`src/sv/chunked_transfer_slot_tracker_macros.svh`:
```
// ----------------------------------------------------------------------------
// Chunked transfer slot tracker assertion macros
// Concurrent check wrappers that compile to nothing for synthesis.
// ----------------------------------------------------------------------------
`ifndef CHUNKED_TRANSFER_SLOT_TRACKER_MACROS_SVH
`define CHUNKED_TRANSFER_SLOT_TRACKER_MACROS_SVH
`ifndef SYNTHESIS
`define CTST_ASSERT_IMP(lbl, clk_s, rst_s, ante, cons) \
  lbl: assert property (@(posedge clk_s) disable iff (!(rst_s)) (ante) |-> (cons)) \
    else $error("same-cycle check failed");
`define CTST_ASSERT_NXT(lbl, clk_s, rst_s, ante, cons) \
  lbl: assert property (@(posedge clk_s) disable iff (!(rst_s)) (ante) |=> (cons)) \
    else $error("next-cycle check failed");
`else
`define CTST_ASSERT_IMP(lbl, clk_s, rst_s, ante, cons)
`define CTST_ASSERT_NXT(lbl, clk_s, rst_s, ante, cons)
`endif
`endif

```
`src/sv/ctst_ram.sv`:
```
// ----------------------------------------------------------------------------
// ctst_ram
// Simple dual-port RAM, one write port and one registered read port.
// ----------------------------------------------------------------------------
`default_nettype none

module ctst_ram #(
  parameter int WIDTH = 8,
  parameter int DEPTH = 8
) (
  input  wire                       clk,
  input  wire                       we,
  input  wire [$clog2(DEPTH)-1:0]   waddr,
  input  wire [WIDTH-1:0]           wdata,
  input  wire [$clog2(DEPTH)-1:0]   raddr,
  output logic [WIDTH-1:0]          rdata
);

  logic [WIDTH-1:0] mem [DEPTH];

  always_ff @(posedge clk) begin
    if (we) begin
      mem[waddr] <= wdata;
    end
    rdata <= mem[raddr];
  end

endmodule

`default_nettype wire
```
`config.mk`:
```
export PLATFORM = sky130hd
export DESIGN_NAME = ctst_ram
export DESIGN_NICKNAME = d
export VERILOG_FILES = /design/src/sv/chunked_transfer_slot_tracker_macros.svh /design/src/sv/ctst_ram.sv
export SDC_FILE = /design/constraint.sdc
export NUM_CORES = 1
export LEC_CHECK = 0
export ABC_CLOCK_PERIOD_IN_PS = 2630
export BUFFER_PORTS_ARGS = -buffer_cell sky130_fd_sc_hd__buf_4
export CAP_MARGIN = 20
export CORE_ASPECT_RATIO = 1.75
export CORE_UTILIZATION = 60
export CTS_BUF_LIST = sky130_fd_sc_hd__clkbuf_4
export DETAILED_ROUTE_END_ITERATION = 7
export PLACE_DENSITY = 0.86
export SLEW_MARGIN = 20
export SYNTH_ARGS = -nofsm -noshare
export SYNTH_HDL_FRONTEND = slang
export SYNTH_SLANG_ARGS = --single-unit
export TNS_END_PERCENT = 5
```
`constraint.sdc`:
```
create_clock -name clk -period 2.63 [get_ports clk]
set_input_delay 0.526 -clock clk [delete_from_list [all_inputs] [get_ports clk]]
set_output_delay 0.526 -clock clk [all_outputs]
set_load 0.05 [all_outputs]
```
==> impl_metrics.ini <==
[timing]
max_slew.worst_pin.slew_ps = 263
layout_worst_path_cycle_share_pct = 54.5
timing.fmax_ghz = 0.697
totalNegativeSetupSlack_ps = 0
finalCriticalPeriod_ps = 1430
timing.clock.skew_ps = 10.4
hold_ws_ps = 371
report.final.setup_viol = 0
timing_max_transition_violations_final = 0
worst_slack_ps = 1200
grt_setup_unrepaired = no
timing_hold_violations_final = 0
maxSlewHeadroom_pct = 82.4

[grt]
grt_pass1_vias = 1239
busiest_layer = met2
grt_pass1_wl_um = 6280
grt-ovfl-total = 0
global_route.usage.total_pct = 20.5
grt_max_degree = 17
antenna_found_initial = 0
gr_met3_demand_resource_pct = 5.72
met1_usage_pct = 21.3
grt_util_met2_pct = 36.4

[synth]
synthCells = 114
synth_mux_area_share_pct = 18.8
post_synth_main_area_contributors = sky130_fd_sc_hd__edfxtp_1, sky130_fd_sc_hd__mux4_1, sky130_fd_sc_hd__dfxtp_1
synth_area_um2 = 2690
synth_xor_area_share_pct = 0
synth_commonest_cells = sky130_fd_sc_hd__edfxtp_1, sky130_fd_sc_hd__mux4_1, sky130_fd_sc_hd__dfxtp_1, sky130_fd_sc_hd__mux2_2, sky130_fd_sc_hd__nor2_1
mean_cell_area_of_the_mapped_netlist_um2 = 23.6
post_synth_num_cell_types = 14
post_synth_and_or_nand_nor_area_fraction_pct = 2.19
share_of_the_synthesized_area_in_compound_gates_ao_oa_aoi_oai_pct = 0
synth_sequential_area_ratio_pct = 77.4
yosysWarnings = 0
synth_top_area_share_pct = 71.4
synth.ff_latch_count = 72
synth_area_leader_cell = sky130_fd_sc_hd__edfxtp_1
synth_top_flop_cell = sky130_fd_sc_hd__edfxtp_1
dominant_combinational_cell_family_by_area_after_synthesis = multiplexers
yosys.cell_count.top_type = sky130_fd_sc_hd__edfxtp_1
synth_fa_ha_area_share_pct = 0
async_flop_share_pct = 0
synth-edff-count = 64
syn-num-nets = 130

[floorplan]
placementRows = 31
initial_standard_cell_utilization_of_the_core_pct = 63.7
boundaryPins = 24
chipWidth_um = 52.6
core_area_um2 = 4230
floorplan.die.height_um = 90.6
die_area_um2 = 4770

[clock_network]
cts_hold_repair.buffers = 0
post_cts_resized = 0
cts_buffers = 9
h-tree-depth = 3
clk_root_buffer_cell = sky130_fd_sc_hd__clkbuf_4
cts_sinks = 72
clock_tree_buffer_depth = 2
clock_insertion_delay_worst_skew_ps = 380
clkTransAtPathRegs_ps = 100
cts_setup_buffers = 0
tritoncts = built

[route]
vias_per_cell = 5.83
route.vias.total = 1196
number_of_remaining_drc_errors = 0
route.antenna.remaining_nets = 0
dr.first_iter.drc_count = 48
routed_wirelength_um = 4260
wire_per_inst_um = 20.8
firstDrtPassIters = 4

[finish]
antenna_cell_count = 0
fin_area_um2 = 3050
area_added_between_synthesis_and_finish_pct = 13.3
nNetsFinal = 167
layout-drive-gt1-share_pct = 34.0
final_core_utilization_pct = 72.2

[hold_path]
hp-class = in -> reg
whs_path_depth = 1

[critical_path]
type_of_the_worst_setup_path = reg -> out
r2r_setup_slk_ps = 1360
critPathTopFamily = flip-flops
worst_r2r_endpoint = rdata[4]
critical_path_depth = 1
crit_path_cell_trace = buf_4
worst-endpoint-required_ps = 2100
critPathMaxStageDelay_ps = 340
crit_buf_inv = 1
critPathLaunch = rdata[7]
crit_fanout = 1
setup.worst_path.end = rdata[7]
category_of_the_worst_setup_path_capture_point = output pin
timing.rr.start = mem[3][4]
reg2reg_path_depth = 2
worst-endpoint-arrival_ps = 910
worst_path_max_delay_cell = sky130_fd_sc_hd__dfxtp_1
cp-start-kind = register

[placement]
postPlaceCellArea_um2 = 2940
dp_worst_setup_slack_ps = 840
placement.io_buffers = 23
gpl.final_weighted_congestion = 0.694

[power_and_ir_drop]
power_density_nw_per_um2 = 664
ir_worst_vdd_mv = 0.563
power_leakage_nw = 1.08

[outcome]
run_status = complete, no violations

[job]
max-cap-violations = 0
-- report_power, final --
group          internal (W)  leakage, nW  total [W]  switching (W)
registers           0.00129        0.649    0.00130      0.0000109
clock network      0.000230       0.0645   0.000547       0.000317
logic             0.0000761        0.371   0.000179       0.000103
-- layout by cell type (no fill, tap or decap) --
cell / instances
sky130_fd_sc_hd__edfxtp_1: 64
sky130_fd_sc_hd__mux4_1: 15
sky130_fd_sc_hd__nand2_1: 2
sky130_fd_sc_hd__buf_4: 31
sky130_fd_sc_hd__dfxtp_1: 8
sky130_fd_sc_hd__nor3_1: 2
sky130_fd_sc_hd__clkinv_1: 3
sky130_fd_sc_hd__mux2_2: 8
sky130_fd_sc_hd__nand2b_1: 3
sky130_fd_sc_hd__nor2_1: 6
sky130_fd_sc_hd__clkbuf_4: 13
sky130_fd_sc_hd__mux4_2: 1
-- worst min-delay path by stage --
stage | start | to | slack (ps)
6_report | wdata[2] | mem[6][2] | 370
2_1_floorplan | wdata[0] | mem[0][0] | 620
4_1_cts | wdata[2] | mem[4][2] | 340
3_5_place_dp | mem[7][1] | rdata[1] | 660
5_1_grt | wdata[4] | mem[1][4] | 340
3_3_place_gp | mem[7][6] | rdata[6] | 650
-- layer usage --
metal,vias to the layer above,wire (um)
met5,-,0
met2,29,2530
met1,609,1540
li1,554,-
met3,4,146
met4,0,44
-- sequential cells by signal, summed over array words and instances (netlist names) --
register,count
rdata,8
mem,64
-- cells by family after synthesis --
family	count (synthesis)
flip-flops	72
AND/OR/NAND/NOR	13
multiplexers	24
buffers and inverters	5
-- per-stage QoR --
| step | std cells | power [W] |
|---|---|---|
| 2_1_floorplan | 114 | 0.00144 |
| 3_3_place_gp | 189 | 0.00150 |
| 3_5_place_dp | 189 | 0.00151 |
| 4_1_cts | 205 | 0.00205 |
| 5_1_grt | 205 | 0.00211 |
| 6_report | 205 | 0.00203 |
-- cell type report --
cell class | count | area [um^2]
Clock buffer | 13 | 97.6
Timing Repair Buffer | 31 | 233
Tap cell | 49 | 61.3
Clock inverter | 3 | 11.3
Multi-Input combinational cell | 37 | 566
Sequential cell | 72 | 2080
Fill cell | 254 | 1180
Power figures use the tool's default switching activity.
